===== src/hdl/sfsd_pkg.sv =====
// shared types, constants and lookup functions of the status frame display decoder
package sfsd_pkg;

   // standby timer reload after reset
   localparam logic [15:0] STANDBY_RESET = 16'd5000;

   // result mode codes
   localparam logic [1:0] MODE_BLANK   = 2'd0;
   localparam logic [1:0] MODE_LIT     = 2'd1;
   localparam logic [1:0] MODE_READOUT = 2'd2;

   // unit mark codes
   localparam logic [1:0] MARKS_NONE = 2'd0;
   localparam logic [1:0] MARKS_F    = 2'd1;
   localparam logic [1:0] MARKS_C    = 2'd2;
   localparam logic [1:0] MARKS_BOTH = 2'd3;

   // all-lit pattern values
   localparam logic [4:0] BAR_FULL = 5'h1F;
   localparam logic [6:0] SEG_FULL = 7'h7F;

   // special message bytes
   localparam logic [7:0] BYTE_ALL_LIT = 8'hFF;
   localparam logic [7:0] BYTE_BLANK   = 8'h00;
   localparam logic [7:0] BYTE_COMMA   = 8'h2C;
   localparam logic [7:0] BYTE_ZERO    = 8'h30;
   localparam logic [7:0] BYTE_NINE    = 8'h39;
   localparam logic [7:0] BYTE_UNIT_C  = 8'h43;
   localparam logic [7:0] BYTE_UNIT_F  = 8'h46;

   // frame layout
   localparam logic [3:0] POS_MAX       = 4'd15;
   localparam logic [3:0] POS_HDR_END   = 4'd6;
   localparam logic [3:0] POS_FIELDS    = 4'd8;
   localparam logic [3:0] POS_MIN_LAST  = 4'd5;
   localparam logic [2:0] COMMA_MAX     = 3'd4;
   localparam logic [2:0] COMMA_TEMP    = 3'd1;

   // message kind picked by the first byte
   typedef enum logic [1:0] {
      CMD_NONE    = 2'd0,
      CMD_LIT     = 2'd1,
      CMD_BLANK   = 2'd2,
      CMD_READOUT = 2'd3
   } cmd_type;

   // display record handed from the parser to the formatter
   typedef struct packed {
      logic [1:0]  mode;
      logic [7:0]  usage;
      logic [11:0] temp;
      logic [1:0]  marks;
   } rec_type;

   // formatted display fields
   typedef struct packed {
      logic [1:0] mode;
      logic [4:0] bar;
      logic [6:0] hundreds;
      logic [6:0] tens;
      logic [6:0] ones;
      logic [1:0] marks;
      logic       indicator;
   } disp_type;

   // expected header text
   function automatic logic [7:0] hdr_char(input logic [2:0] idx);
      logic [7:0] c;
      unique case (idx)
         3'd0:    c = 8'h48;
         3'd1:    c = 8'h4C;
         3'd2:    c = 8'h58;
         3'd3:    c = 8'h44;
         3'd4:    c = 8'h41;
         3'd5:    c = 8'h54;
         default: c = 8'h00;
      endcase
      return c;
   endfunction

   // seven-segment code, nibble values above nine wrap to their decimal digit
   function automatic logic [6:0] seg_code(input logic [3:0] d);
      logic [6:0] s;
      case (d)
         4'd0, 4'd10: s = 7'h3F;
         4'd1, 4'd11: s = 7'h06;
         4'd2, 4'd12: s = 7'h5B;
         4'd3, 4'd13: s = 7'h4F;
         4'd4, 4'd14: s = 7'h66;
         4'd5, 4'd15: s = 7'h6D;
         4'd6:        s = 7'h7D;
         4'd7:        s = 7'h07;
         4'd8:        s = 7'h7F;
         default:     s = 7'h6F;
      endcase
      return s;
   endfunction

   // five-segment usage bar
   function automatic logic [4:0] bar_code(input logic [7:0] u);
      logic [4:0] b;
      if (u == 8'd0) begin
         b = 5'h00;
      end else if (u <= 8'd20) begin
         b = 5'h01;
      end else if (u <= 8'd40) begin
         b = 5'h03;
      end else if (u <= 8'd60) begin
         b = 5'h07;
      end else if (u <= 8'd80) begin
         b = 5'h0F;
      end else begin
         b = 5'h1F;
      end
      return b;
   endfunction

endpackage


===== src/hdl/sfsd_parser.sv =====
// frame parser, standby timer and display record register
module sfsd_parser (
   input  logic               clock,
   input  logic               reset,
   input  logic               accept,
   input  logic               advance,
   input  logic               item_kind,
   input  logic [7:0]         item_byte,
   input  logic               item_last,
   input  logic               csr_we,
   input  logic [15:0]        csr_wdata,
   output logic               rec_valid,
   output sfsd_pkg::rec_type  rec
);

   logic [15:0]       ticks_ff, left_ff, left_in, left_dec;
   logic [3:0]        pos_ff, pos_in;
   logic              hdr_ff, hdr_in;
   sfsd_pkg::cmd_type cmd_ff, cmd_in;
   logic [2:0]        comma_ff, comma_in;
   logic              ended_ff, ended_in;
   logic [7:0]        usage_ff, usage_in, usage_mul;
   logic [11:0]       temp_ff, temp_in;
   logic [7:0]        unit_ff, unit_in;
   logic              taken_ff, taken_in;
   logic              is_digit;
   logic              emit;
   sfsd_pkg::rec_type rec_new;
   logic              rec_valid_ff;
   sfsd_pkg::rec_type rec_ff;

   assign left_dec  = left_ff - 16'd1;
   assign is_digit  = (item_byte >= sfsd_pkg::BYTE_ZERO) && (item_byte <= sfsd_pkg::BYTE_NINE);
   // usage * 10 + digit, wrapping at eight bits
   assign usage_mul = {usage_ff[4:0], 3'b000} + {usage_ff[6:0], 1'b0} + {4'd0, item_byte[3:0]};

   // next frame state and the record a transaction produces
   always_comb begin
      left_in  = left_ff;
      pos_in   = pos_ff;
      hdr_in   = hdr_ff;
      cmd_in   = cmd_ff;
      comma_in = comma_ff;
      ended_in = ended_ff;
      usage_in = usage_ff;
      temp_in  = temp_ff;
      unit_in  = unit_ff;
      taken_in = taken_ff;
      emit     = 1'b0;
      rec_new  = '{mode: sfsd_pkg::MODE_BLANK, usage: 8'd0, temp: 12'd0,
                   marks: sfsd_pkg::MARKS_NONE};
      if (item_kind) begin
         // millisecond tick
         if (left_dec == 16'd0) begin
            left_in = ticks_ff;
            emit    = 1'b1;
         end else begin
            left_in = left_dec;
         end
      end else begin
         // message byte
         pos_in = (pos_ff == sfsd_pkg::POS_MAX) ? pos_ff : pos_ff + 4'd1;
         if (pos_ff == 4'd0) begin
            if (item_byte == sfsd_pkg::BYTE_ALL_LIT) begin
               cmd_in = sfsd_pkg::CMD_LIT;
            end else if (item_byte == sfsd_pkg::BYTE_BLANK) begin
               cmd_in = sfsd_pkg::CMD_BLANK;
            end else begin
               cmd_in = sfsd_pkg::CMD_READOUT;
            end
         end
         if (cmd_in == sfsd_pkg::CMD_READOUT) begin
            if (pos_ff < sfsd_pkg::POS_HDR_END) begin
               if (item_byte != sfsd_pkg::hdr_char(pos_ff[2:0])) begin
                  hdr_in = 1'b0;
               end
            end else if (pos_ff >= sfsd_pkg::POS_FIELDS) begin
               if (item_byte == sfsd_pkg::BYTE_COMMA) begin
                  if (comma_ff < sfsd_pkg::COMMA_MAX) begin
                     comma_in = comma_ff + 3'd1;
                  end
                  ended_in = 1'b0;
               end else if (comma_ff >= sfsd_pkg::COMMA_MAX) begin
                  if (!taken_ff) begin
                     unit_in  = item_byte;
                     taken_in = 1'b1;
                  end
               end else if (comma_ff <= sfsd_pkg::COMMA_TEMP && !ended_ff) begin
                  if (is_digit) begin
                     if (comma_ff == 3'd0) begin
                        usage_in = usage_mul;
                     end else begin
                        temp_in = {temp_ff[7:0], item_byte[3:0]};
                     end
                  end else begin
                     ended_in = 1'b1;
                  end
               end
            end
         end
         // end of message: build the record and restart the parser
         if (item_last) begin
            unique case (cmd_in)
               sfsd_pkg::CMD_LIT: begin
                  emit         = 1'b1;
                  rec_new.mode = sfsd_pkg::MODE_LIT;
                  left_in      = ticks_ff;
               end
               sfsd_pkg::CMD_BLANK: begin
                  emit    = 1'b1;
                  left_in = ticks_ff;
               end
               sfsd_pkg::CMD_READOUT: begin
                  if (hdr_in && pos_ff >= sfsd_pkg::POS_MIN_LAST) begin
                     emit          = 1'b1;
                     rec_new.mode  = sfsd_pkg::MODE_READOUT;
                     rec_new.usage = usage_in;
                     rec_new.temp  = temp_in;
                     if (taken_in && unit_in == sfsd_pkg::BYTE_UNIT_C) begin
                        rec_new.marks = sfsd_pkg::MARKS_C;
                     end else if (taken_in && unit_in == sfsd_pkg::BYTE_UNIT_F) begin
                        rec_new.marks = sfsd_pkg::MARKS_F;
                     end
                     left_in = ticks_ff;
                  end
               end
               default: begin
                  emit = 1'b0;
               end
            endcase
            pos_in   = 4'd0;
            hdr_in   = 1'b1;
            cmd_in   = sfsd_pkg::CMD_NONE;
            comma_in = 3'd0;
            ended_in = 1'b0;
            usage_in = 8'd0;
            temp_in  = 12'd0;
            unit_in  = 8'd0;
            taken_in = 1'b0;
         end
      end
   end

   // standby register
   always_ff @(posedge clock) begin
      if (reset) begin
         ticks_ff <= sfsd_pkg::STANDBY_RESET;
      end else if (csr_we) begin
         ticks_ff <= csr_wdata;
      end
   end

   // frame state and timer
   always_ff @(posedge clock) begin
      if (reset) begin
         left_ff  <= sfsd_pkg::STANDBY_RESET;
         pos_ff   <= 4'd0;
         hdr_ff   <= 1'b1;
         cmd_ff   <= sfsd_pkg::CMD_NONE;
         comma_ff <= 3'd0;
         ended_ff <= 1'b0;
         usage_ff <= 8'd0;
         temp_ff  <= 12'd0;
         unit_ff  <= 8'd0;
         taken_ff <= 1'b0;
      end else if (accept) begin
         left_ff  <= left_in;
         pos_ff   <= pos_in;
         hdr_ff   <= hdr_in;
         cmd_ff   <= cmd_in;
         comma_ff <= comma_in;
         ended_ff <= ended_in;
         usage_ff <= usage_in;
         temp_ff  <= temp_in;
         unit_ff  <= unit_in;
         taken_ff <= taken_in;
      end
   end

   // record stage valid
   always_ff @(posedge clock) begin
      if (reset) begin
         rec_valid_ff <= 1'b0;
      end else if (accept) begin
         rec_valid_ff <= emit;
      end else if (advance) begin
         rec_valid_ff <= 1'b0;
      end
   end

   // record stage payload
   always_ff @(posedge clock) begin
      if (accept) begin
         rec_ff <= rec_new;
      end
   end

   assign rec_valid = rec_valid_ff;
   assign rec       = rec_ff;

endmodule


===== src/hdl/sfsd_format.sv =====
// display formatter: bar pattern, segment codes with leading-zero blanking
module sfsd_format (
   input  sfsd_pkg::rec_type  rec,
   output sfsd_pkg::disp_type disp
);

   logic [3:0] h, t, o;

   assign h = rec.temp[11:8];
   assign t = rec.temp[7:4];
   assign o = rec.temp[3:0];

   // pick the display fields by mode
   always_comb begin
      disp = '{mode: sfsd_pkg::MODE_BLANK, bar: 5'd0, hundreds: 7'd0, tens: 7'd0,
               ones: 7'd0, marks: sfsd_pkg::MARKS_NONE, indicator: 1'b0};
      unique case (rec.mode)
         sfsd_pkg::MODE_LIT: begin
            disp.mode      = sfsd_pkg::MODE_LIT;
            disp.bar       = sfsd_pkg::BAR_FULL;
            disp.hundreds  = sfsd_pkg::SEG_FULL;
            disp.tens      = sfsd_pkg::SEG_FULL;
            disp.ones      = sfsd_pkg::SEG_FULL;
            disp.marks     = sfsd_pkg::MARKS_BOTH;
            disp.indicator = 1'b1;
         end
         sfsd_pkg::MODE_READOUT: begin
            disp.mode      = sfsd_pkg::MODE_READOUT;
            disp.bar       = sfsd_pkg::bar_code(rec.usage);
            disp.hundreds  = (h != 4'd0) ? sfsd_pkg::seg_code(h) : 7'd0;
            disp.tens      = (h != 4'd0 || t != 4'd0) ? sfsd_pkg::seg_code(t) : 7'd0;
            disp.ones      = sfsd_pkg::seg_code(o);
            disp.marks     = rec.marks;
            disp.indicator = 1'b1;
         end
         default: begin
            disp.mode = sfsd_pkg::MODE_BLANK;
         end
      endcase
   end

endmodule


===== src/hdl/status_frame_to_segment_display_unit.sv =====
// top level: status frame to segment display decoder with stream ports
// a result is registered in the record stage and then in the output register before it appears on rsp
// throughput: one transaction per cycle while req_tready is high; a full, stalled pipeline holds req
// a record stage and the output register buffer results; rsp backpressure stalls req only while both are full
// reset (synchronous, active high) clears the parser, loads the standby
// register and timer with 5000 and empties both stages
module status_frame_to_segment_display_unit (
   input  logic        clock,
   input  logic        reset,
   input  logic        req_tvalid,
   output logic        req_tready,
   input  logic [7:0]  req_tdata,   // [7:0] msg_byte
   input  logic        req_tuser,   // [0] kind
   input  logic        req_tlast,
   output logic        rsp_tvalid,
   input  logic        rsp_tready,
   output logic [31:0] rsp_tdata,   // [4:0] bar_segments, [11:5] hundreds_segments,
                                    // [18:12] tens_segments, [25:19] ones_segments,
                                    // [27:26] unit_marks, [28] indicator_on, rest zero
   output logic [1:0]  rsp_tuser,   // [1:0] mode
   input  logic        csr_we,
   input  logic [15:0] csr_wdata
);

   logic               accept;
   logic               advance;
   logic               rec_valid;
   sfsd_pkg::rec_type  rec;
   sfsd_pkg::disp_type disp;
   logic               out_valid_ff;
   sfsd_pkg::disp_type out_ff;

   // handshake
   assign advance    = !out_valid_ff || rsp_tready;
   assign req_tready = !rec_valid || advance;
   assign accept     = req_tvalid && req_tready;

   sfsd_parser u_parser (
      .clock     (clock),
      .reset     (reset),
      .accept    (accept),
      .advance   (advance),
      .item_kind (req_tuser),
      .item_byte (req_tdata),
      .item_last (req_tlast),
      .csr_we    (csr_we),
      .csr_wdata (csr_wdata),
      .rec_valid (rec_valid),
      .rec       (rec)
   );

   sfsd_format u_format (
      .rec  (rec),
      .disp (disp)
   );

   // output register valid
   always_ff @(posedge clock) begin
      if (reset) begin
         out_valid_ff <= 1'b0;
      end else if (advance) begin
         out_valid_ff <= rec_valid;
      end
   end

   // output register payload
   always_ff @(posedge clock) begin
      if (advance) begin
         out_ff <= disp;
      end
   end

   // output packing
   assign rsp_tvalid = out_valid_ff;
   assign rsp_tuser  = out_ff.mode;
   assign rsp_tdata  = {3'd0, out_ff.indicator, out_ff.marks, out_ff.ones, out_ff.tens,
                        out_ff.hundreds, out_ff.bar};

   // a readout always has the indicator on
   assert property (@(posedge clock) disable iff (reset)
      rsp_tvalid && rsp_tuser == sfsd_pkg::MODE_READOUT |-> rsp_tdata[28])
      else $error("readout transaction without indicator");

   // a blank result carries no lit segment
   assert property (@(posedge clock) disable iff (reset)
      rsp_tvalid && rsp_tuser == sfsd_pkg::MODE_BLANK |-> rsp_tdata == 32'd0)
      else $error("blank transaction with lit segments");

   // with both stages full and stalled no transaction may enter
   assert property (@(posedge clock) disable iff (reset)
      rec_valid && out_valid_ff && !rsp_tready |-> !req_tready)
      else $error("transaction accepted into a full pipeline");

endmodule

===== config.mk =====
export PLATFORM = sky130hd
export DESIGN_NAME = status_frame_to_segment_display_unit
export DESIGN_NICKNAME = d
export VERILOG_FILES = /design/src/hdl/sfsd_pkg.sv /design/src/hdl/sfsd_parser.sv /design/src/hdl/sfsd_format.sv /design/src/hdl/status_frame_to_segment_display_unit.sv
export SDC_FILE = /design/constraint.sdc
export NUM_CORES = 1
export LEC_CHECK = 0
export BUFFER_PORTS_ARGS = -buffer_cell sky130_fd_sc_hd__buf_4
export CAP_MARGIN = 20
export CORE_MARGIN = 5
export CORE_UTILIZATION = 65
export DETAILED_ROUTE_END_ITERATION = 10
export HOLD_SLACK_MARGIN = 0.12
export PLACE_DENSITY = 0.91
export SYNTH_ARGS = -nofsm -noshare
export SYNTH_HDL_FRONTEND = slang
export SYNTH_SLANG_ARGS = --single-unit

===== constraint.sdc =====
create_clock -name clock -period 7.2 [get_ports clock]
set_clock_uncertainty 0.2 [all_clocks]
set_input_delay 1.44 -clock clock [delete_from_list [all_inputs] [get_ports clock]]
set_output_delay 1.44 -clock clock [all_outputs]
set_load 0.02 [all_outputs]

# --- After elaboration in Yosys (flattened, before gate mapping) ---
# Memory sizes are Yosys's and may differ from the RTL's. A register that Yosys moved wholly into a read port is not among the register bits.
# Cells that the tools add are included.
classes:
  addsub: 5
  n_mul: 0
  div: 0
  order_cmp: 12
  n_eq_ne: 21
  n_shift: 0
  n_mux: 94
  bitwise: 4
  n_reduce_logical: 37
op_table:
  columns: ["cell", "count"]
  rows:
  - ["two-way mux 8 bit", 20]
  - ["two-way mux 12 bit", 9]
  - ["two-way mux 16 bit", 4]
  - ["case mux 29 bit (2 select lines)", 1]
  - ["case mux 7 bit (6 select lines)", 1]
  - ["two-way mux 4 bit", 8]
  - ["case mux 16 bit (2 select lines)", 1]
  - ["two-way mux 1 bit", 28]
  - ["two-way mux 5 bit", 5]
  - ["<= comparator 8 x 6 -> 1 bit, second input constant", 3]
  - ["two-way mux 24 bit", 1]
  - ["two-way mux 3 bit", 6]
  - ["equality test 8 x 7 -> 1 bit, second input constant", 2]
  - ["zero test 16 bit", 1]
  - ["zero test 8 bit", 2]
  - ["subtractor 16 x 1 -> 16 bit, second input constant", 1]
  - ["two-way mux 7 bit", 2]
  - ["nonzero test 2 bit", 6]
  - ["two-way mux 2 bit", 5]
  - ["adder 8 x 4 -> 8 bit", 1]
  - ["adder 8 bit", 1]
  - ["equality test 8 x 6 -> 1 bit, second input constant", 1]
  - ["equality test 8 bit, second input constant", 1]
  - [">= comparator 8 x 6 -> 1 bit, second input constant", 1]
  - ["other kinds (38)", 62]
word_totals:
  regBits: 129
  latchBits: 0
  ram_bits: 0
  mem_bits_ro: 336
  inputBits: 31
  elab_cells: 201
  n_memories: 3
mem_list:
  columns: ["memory", "words", "width", "rd", "rd_clocked_by_memory_dff", "wr", "line_no", "source"]
  rows:
  - ["(no name shown)", 16, 7, 1, 1, 0, "sfsd_pkg.sv:84", "case (d)"]
  - ["(no name shown)", 16, 7, 1, 1, 0, "sfsd_pkg.sv:84", null]
  - ["(no name shown)", 16, 7, 1, 1, 0, "sfsd_pkg.sv:84", null]

# --- Depth between registers and ports, before layout ---
# Gate-level depths: netlist of run 1.
logic_depth:
  depth_word: 19
  depth_mapped: 19
  ltp_nobuf: 17

# --- Hierarchy ---
# A second synthesis of run 1 with hierarchy kept.
unflattened:
  hier_cells: 783
  area_unflattened_um2: 7270.7
by_module_without_submodules:
  columns: ["mod", "instances", "cells_each", "area_per_inst_um2", "seq_area_each_um2"]
  rows:
  - ["sfsd_parser", 1, 576, 5208.7, 2182.1]
  - ["sfsd_format", 1, 165, 1043.5, 0.0]
  - ["status_frame_to_segment_display_unit", 1, 42, 1018.5, 950.9]

# --- Worst setup path after synthesis of run 1 ---
# OpenSTA, ideal clock, no wires.
synth_path:
  kind: "input port to flip-flop"
  startpoint: "input port req_tdata[0]"
  endpoint: "register (tool-made name)"
  setup_ns: 0.123
  arrival_ns: 4.613
  required_time_ns: 6.877
  setup_slack_ns: 2.264
  cell_stages: 15
  path_cell_list: "buf_2 > or4_1 > nor2_1 > a31oi_1 > ha_1 > and2_1 > o2111ai_1 > a31oi_1 > a22oi_1 > buf_2 > nor3_1 > mux2_2 > ha_1 > mux2i_1 > or2_2"
synth_rtl:
  columns: ["item", "line_no", "source"]
  rows:
  - ["from (decl)", "status_frame_to_segment_display_unit.sv:12", "input logic [7:0] req_tdata,"]

==> run_results.csv, run 1 <==
group,metric,value,unit
clock_tree,htreeDepth,4,
worst_setup_path,critical_path.endpoint_type,"flip-flop",
place,dpl.cell_count,1017,
yosys,count_of_mapped_cells_out_of_synthesis,829,
min_path,timing.hold.worst_path_depth,2,
finish,fin_nets,946,
worst_setup_path,cp_max_fo,14,
place,area_post_placement,8480,um^2
worst_setup_path,cp.required,7.36,ns
die,die_area,14600,um^2
global_routing,grt_use_total,24.5,%
yosys,ys_top_cells_by_area,"dfxtp_1, edfxtp_1, ha_1",
yosys,synth_top_flop_cell,"dfxtp_1",
min_path,hold_path.class,"flip-flop to flip-flop",
worst_setup_path,critPathArrivalTime,5.18,ns
pwr,power_per_cell_area,224,nW/um^2
route,drtAntennaViolNets,0,
yosys,synth.mux.area_fraction,8.09,%
yosys,yosys.area.top_type_share,23.8,%
global_routing,grt_pass1_vias,6024,
finish,post_layout_nonfiller_instances,1049,
finish,antenna_cells,0,
worst_setup_path,worstSetupStartpointType,"input pin",
clock_tree,post_cts_buffers,0,
yosys,yosysUniqueCellTypes,76,
finish,area_growth,13.6,%
timing,rsz0062_at_grt,"no",
timing,timing.final.crit_period,5.02,ns
die,dieHeight,121,um
place,gp_congestion,0.890,
clock_tree,clk_latency,0.43,ns
clock_tree,clock-sinks,150,
worst_setup_path,critical_path_class,"input pin to flip-flop",
timing,worst_pin_slew,1.12,ns
finish,nFillCells,790,
die,die_x,121,um
timing,finalHoldViolCount,0,
finish,final_design_area_excluding_fillers,9090,um^2
route,avgViaCountPerCell,6.05,
yosys,post_synth_most_frequent_cells,"nor2_1, dfxtp_1, edfxtp_1, mux2i_1, a21oi_1",
clock_tree,worst_setup_hold_path_clk_slew,0.06,ns
outcome,status,"finished clean",
yosys,synth-seq-area-share,44.4,%
pwr,max-vdd-ir-drop,0.188,mV
place,detailedPlace.worstSlack,1.86,ns
timing,final.setup.worst_slack,2.18,ns
clock_tree,cts.path.max_buffers,2,
die,placement_rows,40,
route,detail_route.wirelength,17500,um
die,io_pins,67,
route,detail_route.drc_violations,0,
yosys,post-synth-top-area-cell,"dfxtp_1",
clock_tree,clockRootBuffer,"clkbuf_16",
pwr,power_leakage,0.00364,uW
yosys,synthMostInstantiatedCell,"nor2_1",
place,dp_hpwl,11400,um
global_routing,grt_overflow,0,
timing,setup_viol_count_final,0,
finish,drive_above_1_share,14.1,%
clock_tree,ctsHoldBuffers,0,
route,drt_first_iter_violations,603,
yosys,synth.cell_area,8000,um^2
yosys,yosys.area_share.simple,17.0,%
timing,worst_slew_slack_as_a_fraction_of_its_limit,24.5,%
yosys,async_reset_ff_share,0,%
clock_tree,post_cts.resized_instances,0,
place,buffer_ports.inserted,63,
yosys,synth-compound-area-share,15.4,%
finish,area_taken_by_multi_input_logic_gates,4040,um^2
global_routing,maximum_number_of_pins_on_one_net_before_global_route_repair,77,
clock_tree,tritoncts,"built",
timing,totalNegativeSetupSlack,0,ns
route,wl_per_cell,16.7,um
timing,worst_hold_slack,0.265,ns
finish,final-seq-area,3550,um^2
timing,maxClockFrequency,199,MHz
timing,timing_max_transition_violations_final,0,
yosys,largest_family_of_logic_cells_by_synthesized_area,"simple AND/OR/NAND/NOR gates",
clock_tree,cts-buffers-inserted,17,
die,start_util,66.3,%
global_routing,antenna_found_initial,0,
yosys,synth-edff-count,55,
yosys,post_synth_xor_area_fraction,2.30,%
route,detail_route.first_pass.iterations,5,
yosys,syn_area_per_cell,9.65,um^2
yosys,yosysWarningCount,0,
timing,min_period_over_period,69.7,%
global_routing,wire_length_of_the_first_global_routing_pass,28600,um
worst_setup_path,reg2reg_depth,14,
die,core_area,12100,um^2
route,detailroute.via_count,6345,
job,max_cap_violations,0,
yosys,synth.ff_latch_count,150,
yosys,synth_adder_area_share,7.54,%
## report_power, final
group          switching, uW  internal (uW)
clock                    388            525
combinational            116           77.8
sequential              18.3            911
total                    522           1510
## metrics by stage
stage               power [uW]  util, %
floorplan                 1080        -
global placement          1130     70.3
detailed placement        1140     70.3
CTS                       2040     75.4
global route              2100     75.4
finish                    2040     75.4
## placed cells by master, fill, tap and decap left out, types with 7 or more instances in the layout
cell	count
a21oi_1	52
inv_6	7
nor2b_1	13
nor3_1	29
a22oi_1	31
edfxtp_1	55
a31oi_1	9
nand2b_1	10
inv_1	43
nor4_1	7
o31a_1	7
clkbuf_16	17
nand2_1	46
o21ai_0	14
ha_1	45
mux2i_1	53
dfxtp_1	95
nor2_1	111
buf_4	69
xnor2_1	15
## metal layers
| layer | wire, um | global-route usage [%] | vias to the layer above |
|---|---|---|---|
| met1 | 7200 | 30.5 | 2998 |
| met4 | 531 | 11.1 | 0 |
| met2 | 8500 | 40.6 | 245 |
| li1 | - | - | 3052 |
| met5 | 0 | 0 | - |
| met3 | 1270 | 5.27 | 50 |
## worst max-delay path: stages
cell,delay [ns]
buf_4,0.16
or4_1,0.17
nor2_1,0.06
a31oi_1,0.32
ha_1,0.31
nand2_1,0.17
nor4_4,0.88
mux2i_1,0.26
o31ai_2,0.52
inv_1,0.18
ha_1,0.24
mux2_1,0.31
mux2i_1,0.14
## path summary, 6_finish.rpt
kind / from / to / slack (ns)
worst max register to register: u_parser.pos_ff[1] / flip-flop / 2.27
worst min register to register: u_parser.rec_valid / rsp_tvalid / 0.27
worst max-delay path: req_tdata[1] / flip-flop / 2.18
worst min-delay path: u_parser.rec_valid / rsp_tvalid / 0.27
## logic make-up (layout without fill, tap and decap cells)
logic type	count (synthesis)	count (layout)
fa+ha+maj	47	47
simple gates	273	273
buf+inv	95	145
flops	150	150
compound gates	179	179
mux	63	63
xor+xnor	21	21
other cells	1	3
## final cells by class
class                           count  share of cell area, %
Inverter                           44                   1.82
Sequential cell                   150                   39.1
Clock inverter                     15                   1.98
Tap cell                          168                   2.31
Timing Repair Buffer               69                   5.70
Clock buffer                       17                   4.68
Multi-Input combinational cell    586                   44.4
No activity file was read; power rests on OpenSTA's default activity.
==> run 2: changes to the inputs <==
--- a/config.mk
+++ b/config.mk
@@ -8,10 +8,10 @@
 export BUFFER_PORTS_ARGS = -buffer_cell sky130_fd_sc_hd__buf_4
 export CAP_MARGIN = 20
 export CORE_MARGIN = 5
-export CORE_UTILIZATION = 65
+export CORE_UTILIZATION = 54
 export DETAILED_ROUTE_END_ITERATION = 10
 export HOLD_SLACK_MARGIN = 0.12
-export PLACE_DENSITY = 0.91
+export PLACE_DENSITY = 0.81
 export SYNTH_ARGS = -nofsm -noshare
 export SYNTH_HDL_FRONTEND = slang
 export SYNTH_SLANG_ARGS = --single-unit
==> constraint.sdc (replaced) <==
create_clock -name clock -period 4.5 [get_ports clock]
set_clock_uncertainty 0.2 [all_clocks]
set_input_delay 0.9 -clock clock [delete_from_list [all_inputs] [get_ports clock]]
set_output_delay 0.9 -clock clock [all_outputs]
set_load 0.02 [all_outputs]
==> run 2 against run 1 <==
  * First-iteration DRC count decreased by 15%
  * Highest routed layer unchanged
  * Count of clock-buffer cells in the layout is 6 higher
  * Largest cell class unchanged
  * Worst setup slack worse by 1.8 ns
  * Clock power increased by 46%
  * Wire length fell by 5.9%
==> run_results.csv, run 2 (same netlist as run 1, synthesis figures left out) <==
group,metric,value,unit
worst_setup_path,critical_path_class,"flip-flop to flip-flop",
route,detail_route.wirelength,16500,um
clock_tree,htreeDepth,4,
timing,timing_max_transition_violations_final,0,
min_path,timing.hold.worst_path_depth,2,
clock_tree,tritoncts,"built",
timing,worst_slew_slack_as_a_fraction_of_its_limit,33.5,%
clock_tree,clockRootBuffer,"clkbuf_16",
die,core_area,14500,um^2
worst_setup_path,reg2reg_from,"u_parser.pos_ff[0]",
pwr,power.share.sequential,47.6,%
timing,min_period_over_period,91.8,%
worst_setup_path,cp_slowest_cell,"nor3b_1",
worst_setup_path,crit_path_frequent_cell,"ha_1",
pwr,intPower,2390,uW
worst_setup_path,worstSetupStartpointType,"flip-flop",
worst_setup_path,cpLargestDelayFamily,"simple AND/OR/NAND/NOR gates",
route,detail_route.drc_violations,0,
finish,nFillCells,1208,
global_routing,wire_length_of_the_first_global_routing_pass,28300,um
route,avgViaCountPerCell,5.72,
timing,timing.final.crit_period,4.13,ns
worst_setup_path,crit_buf_inv,3,
min_path,hold_path.class,"flip-flop to flip-flop",
pwr,power_leakage,0.00370,uW
clock_tree,cts.path.max_buffers,2,
place,dpl.cell_count,1043,
clock_tree,clock-sinks,150,
worst_setup_path,critPathArrivalTime,4.28,ns
route,wl_per_cell,15.3,um
finish,final_design_area_excluding_fillers,9180,um^2
finish,layout.cells.most_common_list,"nor2_1, dfxtp_1, buf_4, edfxtp_1, mux2i_1",
die,dieHeight,132,um
timing,finalHoldViolCount,0,
die,placement_rows,44,
worst_setup_path,cp_max_fo,17,
finish,drive_above_1_share,14.9,%
route,detail_route.first_pass.iterations,6,
pwr,power.switching_fraction,23.6,%
die,die_area,17300,um^2
pwr,max-vdd-ir-drop,0.235,mV
worst_setup_path,reg2reg_depth,17,
timing,maxClockFrequency,242,MHz
place,gp_congestion,0.845,
place,dp_hpwl,11200,um
finish,post_layout_nonfiller_instances,1078,
timing,rsz0062_at_grt,"no",
worst_setup_path,worstPathCellList,"inv_1 -> ha_1 -> nor3b_1 -> nor2_1 -> a21oi_1 -> ha_1 -> and2_1 -> o2111ai_1 -> a31oi_1 -> a22oi_1 -> buf_12 -> nor3_1 -> mux2_2 -> inv_1 -> ha_1 -> mux2_1 -> mux2i_1",
global_routing,grt_use_total,19.3,%
pwr,p_switching,737,uW
place,buffer_ports.inserted,63,
route,drt_first_iter_violations,515,
global_routing,maximum_number_of_pins_on_one_net_before_global_route_repair,77,
worst_setup_path,cp.required,4.64,ns
timing,worst_pin_slew,0.992,ns
pwr,power_frac_comb,9.9,%
die,io_pins,67,
finish,fin_nets,959,
global_routing,grt_overflow,0,
finish,layout_commonest_cell,"nor2_1",
pwr,clock_power_share,42.5,%
timing,setup_viol_count_final,0,
place,area_post_placement,8590,um^2
clock_tree,worst_setup_hold_path_clk_slew,0.06,ns
finish,area_growth,14.8,%
timing,worst_hold_slack,0.245,ns
outcome,status,"finished clean",
timing,totalNegativeSetupSlack,0,ns
finish,antenna_cells,0,
job,max_cap_violations,0,
die,start_util,55.0,%
global_routing,grt_pass1_vias,5936,
clock_tree,clk_latency,0.42,ns
min_path,hold-path-endpoint,"rsp_tvalid",
global_routing,antenna_found_initial,0,
pwr,power_per_cell_area,341,nW/um^2
route,detailroute.via_count,6166,
route,drtAntennaViolNets,0,
worst_setup_path,critical_path.endpoint_type,"flip-flop",
worst_setup_path,worst_stage_delay_on_the_critical_path,0.42,ns
clock_tree,cts-buffers-inserted,17,
clock_tree,post_cts.resized_instances,0,
die,die_x,132,um
pwr,fin_total_pwr,3130,uW
min_path,min-delay-start,"u_parser.rec_valid",
worst_setup_path,reg2reg_setup_slack,0.37,ns
==> run 2: changes by cell type in the layout (fill, tap and decap cells not counted), moves of 2 or more <==
cell / delta
clkbuf_1: +4
inv_4: +2
clkinv_2: +5
inv_6: -7
buf_12: +2
buf_4: +11
clkinv_4: -2
inv_8: -3
==> run 2: repair_timing <==
item	CTS	global route
endpoints found under the setup margin	6	0
buffers inserted	3	0
hold buffers	0	0
hold endpoints to repair	0	0
==> run 2: stage by stage <==
| stage | setup WS [ns] | utilization [%] |
|---|---|---|
| 5_1_grt | 0.0213 | 63.2 |
| 3_3_place_gp | 0.0457 | 59.1 |
| 3_5_place_dp | -0.0976 | 59.1 |
| 6_report | 0.369 | 63.2 |
| 4_1_cts | 0.398 | 63.2 |
| 2_1_floorplan | 0.104 | - |
==> run 2: final cells by class <==
cell class / instances / area, um^2 / share of cell area (%)
clock inverters: 9 / 75.1 / 0.818
repair buffers: 82 / 641 / 6.98
multi-input cells: 586 / 4040 / 44.0
well taps: 184 / 230 / 2.51
inverters: 44 / 165 / 1.80
flip-flops and latches: 150 / 3550 / 38.7
clock buffers: 23 / 479 / 5.22
==> run 2: power by group through the flow <==
stage / combinational [uW] / sequential [uW] / clock (uW)
after floorplan: 194 / 1530 / 0
after global placement: 301 / 1510 / 0
after detailed placement: 306 / 1520 / 0
after CTS: 310 / 1490 / 1360
after global routing: 343 / 1490 / 1420
final: 310 / 1490 / 1330
==> run 2: metal layers <==
metal  vias up  part of all wire, %  global-route usage, %
met2       212                   47                   30.8
met4         0                  2.7                   8.40
met5         -                    0                      0
met3        42                  6.6                   4.85
li1       3072                    -                      -
met1      2840                   44                   24.9
==> run 2: worst max path at each step <==
| stage | startpoint | cells after the start | endpoint | slack (ns) |
|---|---|---|---|---|
| after CTS | u_parser.pos_ff[0] | 14 | flip-flop | 0.40 |
| after floorplan | req_tdata[0] | 15 | flip-flop | 0.10 |
| after global routing | u_parser.pos_ff[0] | 15 | flip-flop | 0.02 |
| after detailed placement | req_tdata[1] | 13 | flip-flop | -0.1 |
| final | u_parser.pos_ff[0] | 17 | flip-flop | 0.37 |
| after global placement | req_tdata[1] | 13 | flip-flop | 0.05 |
==> run 2: worst reg2reg max path: cells and delay by family, from the launching register on <==
kind	cells	cell delay, ns
compound gates	4	0.66
fa+ha+maj	3	0.74
buf+inv	3	0.44
flops	1	0.36
mux	3	0.70
simple gates	4	0.96
==> run 3: changes to the inputs <==
--- a/config.mk
+++ b/config.mk
@@ -14,4 +14,5 @@
 export PLACE_DENSITY = 0.81
 export SYNTH_ARGS = -nofsm -noshare
 export SYNTH_HDL_FRONTEND = slang
+export SYNTH_HIERARCHICAL = 1
 export SYNTH_SLANG_ARGS = --single-unit
==> constraint.sdc (replaced) <==
create_clock -name clock -period 4.5 [get_ports clock]
set_clock_uncertainty 0.2 [all_clocks]
set_input_delay 0.9 -clock clock [delete_from_list [all_inputs] [get_ports clock]]
set_output_delay 0.9 -clock clock [all_outputs]
set_load 0.005 [all_outputs]
==> run 3 against run 2 <==
  * Cell count shrank 5.8%
  * Non-clock buffer count shrank 15
  * Clock power is 4% lower
  * Combinational power decreased by 19%
  * Count of clock-buffer cells in the layout rose by 3
  * Maximum frequency is 6.0% higher
  * Wire length is 5.0% lower
  * Sequential share of layout area fell by 1.1 points
  * Sequential cell count shrank 21
==> run_results.csv, run 3 <==
group,metric,value,unit
clock_tree,cts-buffers-inserted,17,
finish,largest_register_ff_count,29,
clock_tree,htreeDepth,4,
route,drt_first_iter_violations,544,
timing,worst_pin_slew,0.845,ns
die,die_area,15900,um^2
yosys,synth-edff-count,55,
clock_tree,clk_latency,0.41,ns
timing,setup_viol_count_final,0,
pwr,max-vdd-ir-drop,0.244,mV
place,buffer_ports.inserted,63,
yosys,yosysUniqueCellTypes,81,
finish,drive_above_1_share,14.2,%
global_routing,grt_overflow,0,
finish,layout_commonest_cell,"nor2_1",
yosys,syn_area_per_cell,9.29,um^2
die,io_pins,67,
worst_setup_path,reg2reg_depth,13,
yosys,synth.ff_latch_count,129,
yosys,ys_top_cells_by_area,"edfxtp_1, dfxtp_1, ha_1",
clock_tree,cts.path.max_buffers,2,
min_path,hold_path.class,"flip-flop to flip-flop",
route,detail_route.first_pass.iterations,5,
timing,worst_slew_slack_as_a_fraction_of_its_limit,43.3,%
yosys,yosysWarningCount,6,
finish,final_design_area_excluding_fillers,8340,um^2
finish,nFillCells,1098,
timing,rsz0062_at_grt,"no",
route,detailroute.via_count,5873,
timing,maxClockFrequency,257,MHz
global_routing,maximum_number_of_pins_on_one_net_before_global_route_repair,65,
clock_tree,tritoncts,"built",
timing,finalHoldViolCount,0,
place,area_post_placement,7780,um^2
finish,antenna_cells,0,
timing,totalNegativeSetupSlack,0,ns
yosys,count_of_mapped_cells_out_of_synthesis,783,
route,wl_per_cell,15.4,um
finish,layout.cells.most_common_list,"nor2_1, dfxtp_1, buf_4, nand2_1, edfxtp_1",
yosys,synth.cell_area,7270,um^2
yosys,post-synth-top-area-cell,"edfxtp_1",
yosys,async_reset_ff_share,0,%
die,placement_rows,42,
die,start_util,54.9,%
yosys,synthMostInstantiatedCell,"nor2_1",
route,detail_route.wirelength,15600,um
worst_setup_path,critical_path_class,"flip-flop to flip-flop",
clock_tree,clock-sinks,129,
timing,timing_max_transition_violations_final,0,
clock_tree,post_cts_buffers,0,
finish,post_layout_nonfiller_instances,1016,
finish,fin_nets,901,
worst_setup_path,cp.required,4.57,ns
global_routing,antenna_found_initial,0,
die,die_x,126,um
clock_tree,worst_setup_hold_path_clk_slew,0.05,ns
place,dp_hpwl,10800,um
route,drtAntennaViolNets,0,
die,dieHeight,126,um
pwr,power_leakage,0.00327,uW
route,avgViaCountPerCell,5.78,
outcome,status,"finished clean",
clock_tree,clockRootBuffer,"clkbuf_16",
timing,timing.final.crit_period,3.90,ns
min_path,timing.hold.worst_path_depth,1,
die,core_area,13200,um^2
pwr,fin_total_pwr,2830,uW
worst_setup_path,critPathArrivalTime,3.96,ns
job,max_cap_violations,0,
place,dpl.cell_count,984,
place,gp_congestion,0.926,
global_routing,grt_pass1_vias,5501,
worst_setup_path,critical_path.endpoint_type,"flip-flop",
clock_tree,post_cts.resized_instances,0,
pwr,power_per_cell_area,339,nW/um^2
yosys,synth-seq-area-share,43.1,%
timing,min_period_over_period,86.6,%
yosys,synth_top_flop_cell,"dfxtp_1",
yosys,yosys.area.top_type_share,22.7,%
worst_setup_path,worstSetupStartpointType,"flip-flop",
global_routing,wire_length_of_the_first_global_routing_pass,26200,um
finish,area_growth,14.7,%
worst_setup_path,cp_max_fo,13,
clock_tree,ctsHoldBuffers,0,
route,detail_route.drc_violations,0,
global_routing,grt_use_total,19.8,%
yosys,post_synth_most_frequent_cells,"nor2_1, dfxtp_1, nand2_1, edfxtp_1, a21oi_1",
run 3: cell families after synthesis:
kind of cell    count (synthesis)  synth area share [%]
compound gates                189                  17.3
fa+ha+maj                      43                  7.61
flops                         129                  43.1
other cells                     1                0.0516
simple gates                  281                  19.6
mux                            33                  4.72
buf+inv                        88                  5.28
xor+xnor                       19                  2.29
run 3: stage by stage:
stage          util (%)  worst slack (ns)  hold WS [ns]
3_3_place_gp       58.7             0.511         0.250
6_report           63.0             0.602         0.251
4_1_cts            63.0             0.659         0.255
2_1_floorplan         -             0.587         0.226
3_5_place_dp       58.8             0.688         0.242
5_1_grt            63.0             0.225         0.303
run 3: layout make-up:
| cell class | instances | area (um^2) | share of cell area (%) |
|---|---|---|---|
| clock buffer | 26 | 500 | 6.00 |
| clock inverter | 6 | 55.1 | 0.660 |
| inverter | 44 | 165 | 1.98 |
| multi-input combinational | 568 | 3760 | 45.1 |
| sequential | 129 | 3130 | 37.6 |
| tap | 176 | 220 | 2.64 |
| timing repair buffer | 67 | 500 | 6.00 |
run 3: routing by layer:
metal	vias up	wire length [um]	track usage [%]
li1	2896	-	-
met1	2765	6960	25.3
met2	190	7580	33.0
met3	22	884	4.91
met4	0	220	6.62
met5	-	0	0
run 3: worst paths after layout:
check                startpoint                   end  slack, ns
max          u_parser/pos_ff[1]  u_parser/usage_ff[1]       0.60
min             u_parser/hdr_ff       u_parser/hdr_ff       0.25
max reg2reg  u_parser/pos_ff[1]  u_parser/usage_ff[1]       0.60
min reg2reg     u_parser/hdr_ff       u_parser/hdr_ff       0.25
run 3: critical path, cell delays in order (launching register included):
cell	delay (ns)
dfxtp_1	0.36
inv_1	0.13
ha_1	0.27
nor3b_1	0.42
nor2_1	0.08
a21o_1	0.20
inv_1	0.10
ha_1	0.25
nand2_1	0.17
nor3_1	0.34
and2_1	0.56
o21ai_1	0.32
a22oi_1	0.29
nor2_1	0.06
run 3: where the power goes:
part / total, uW / switching (uW) / internal, uW
logic: 252 / 141 / 111
clock network: 1280 / 465 / 816
registers: 1290 / 32.4 / 1260
total: 2830 / 639 / 2190
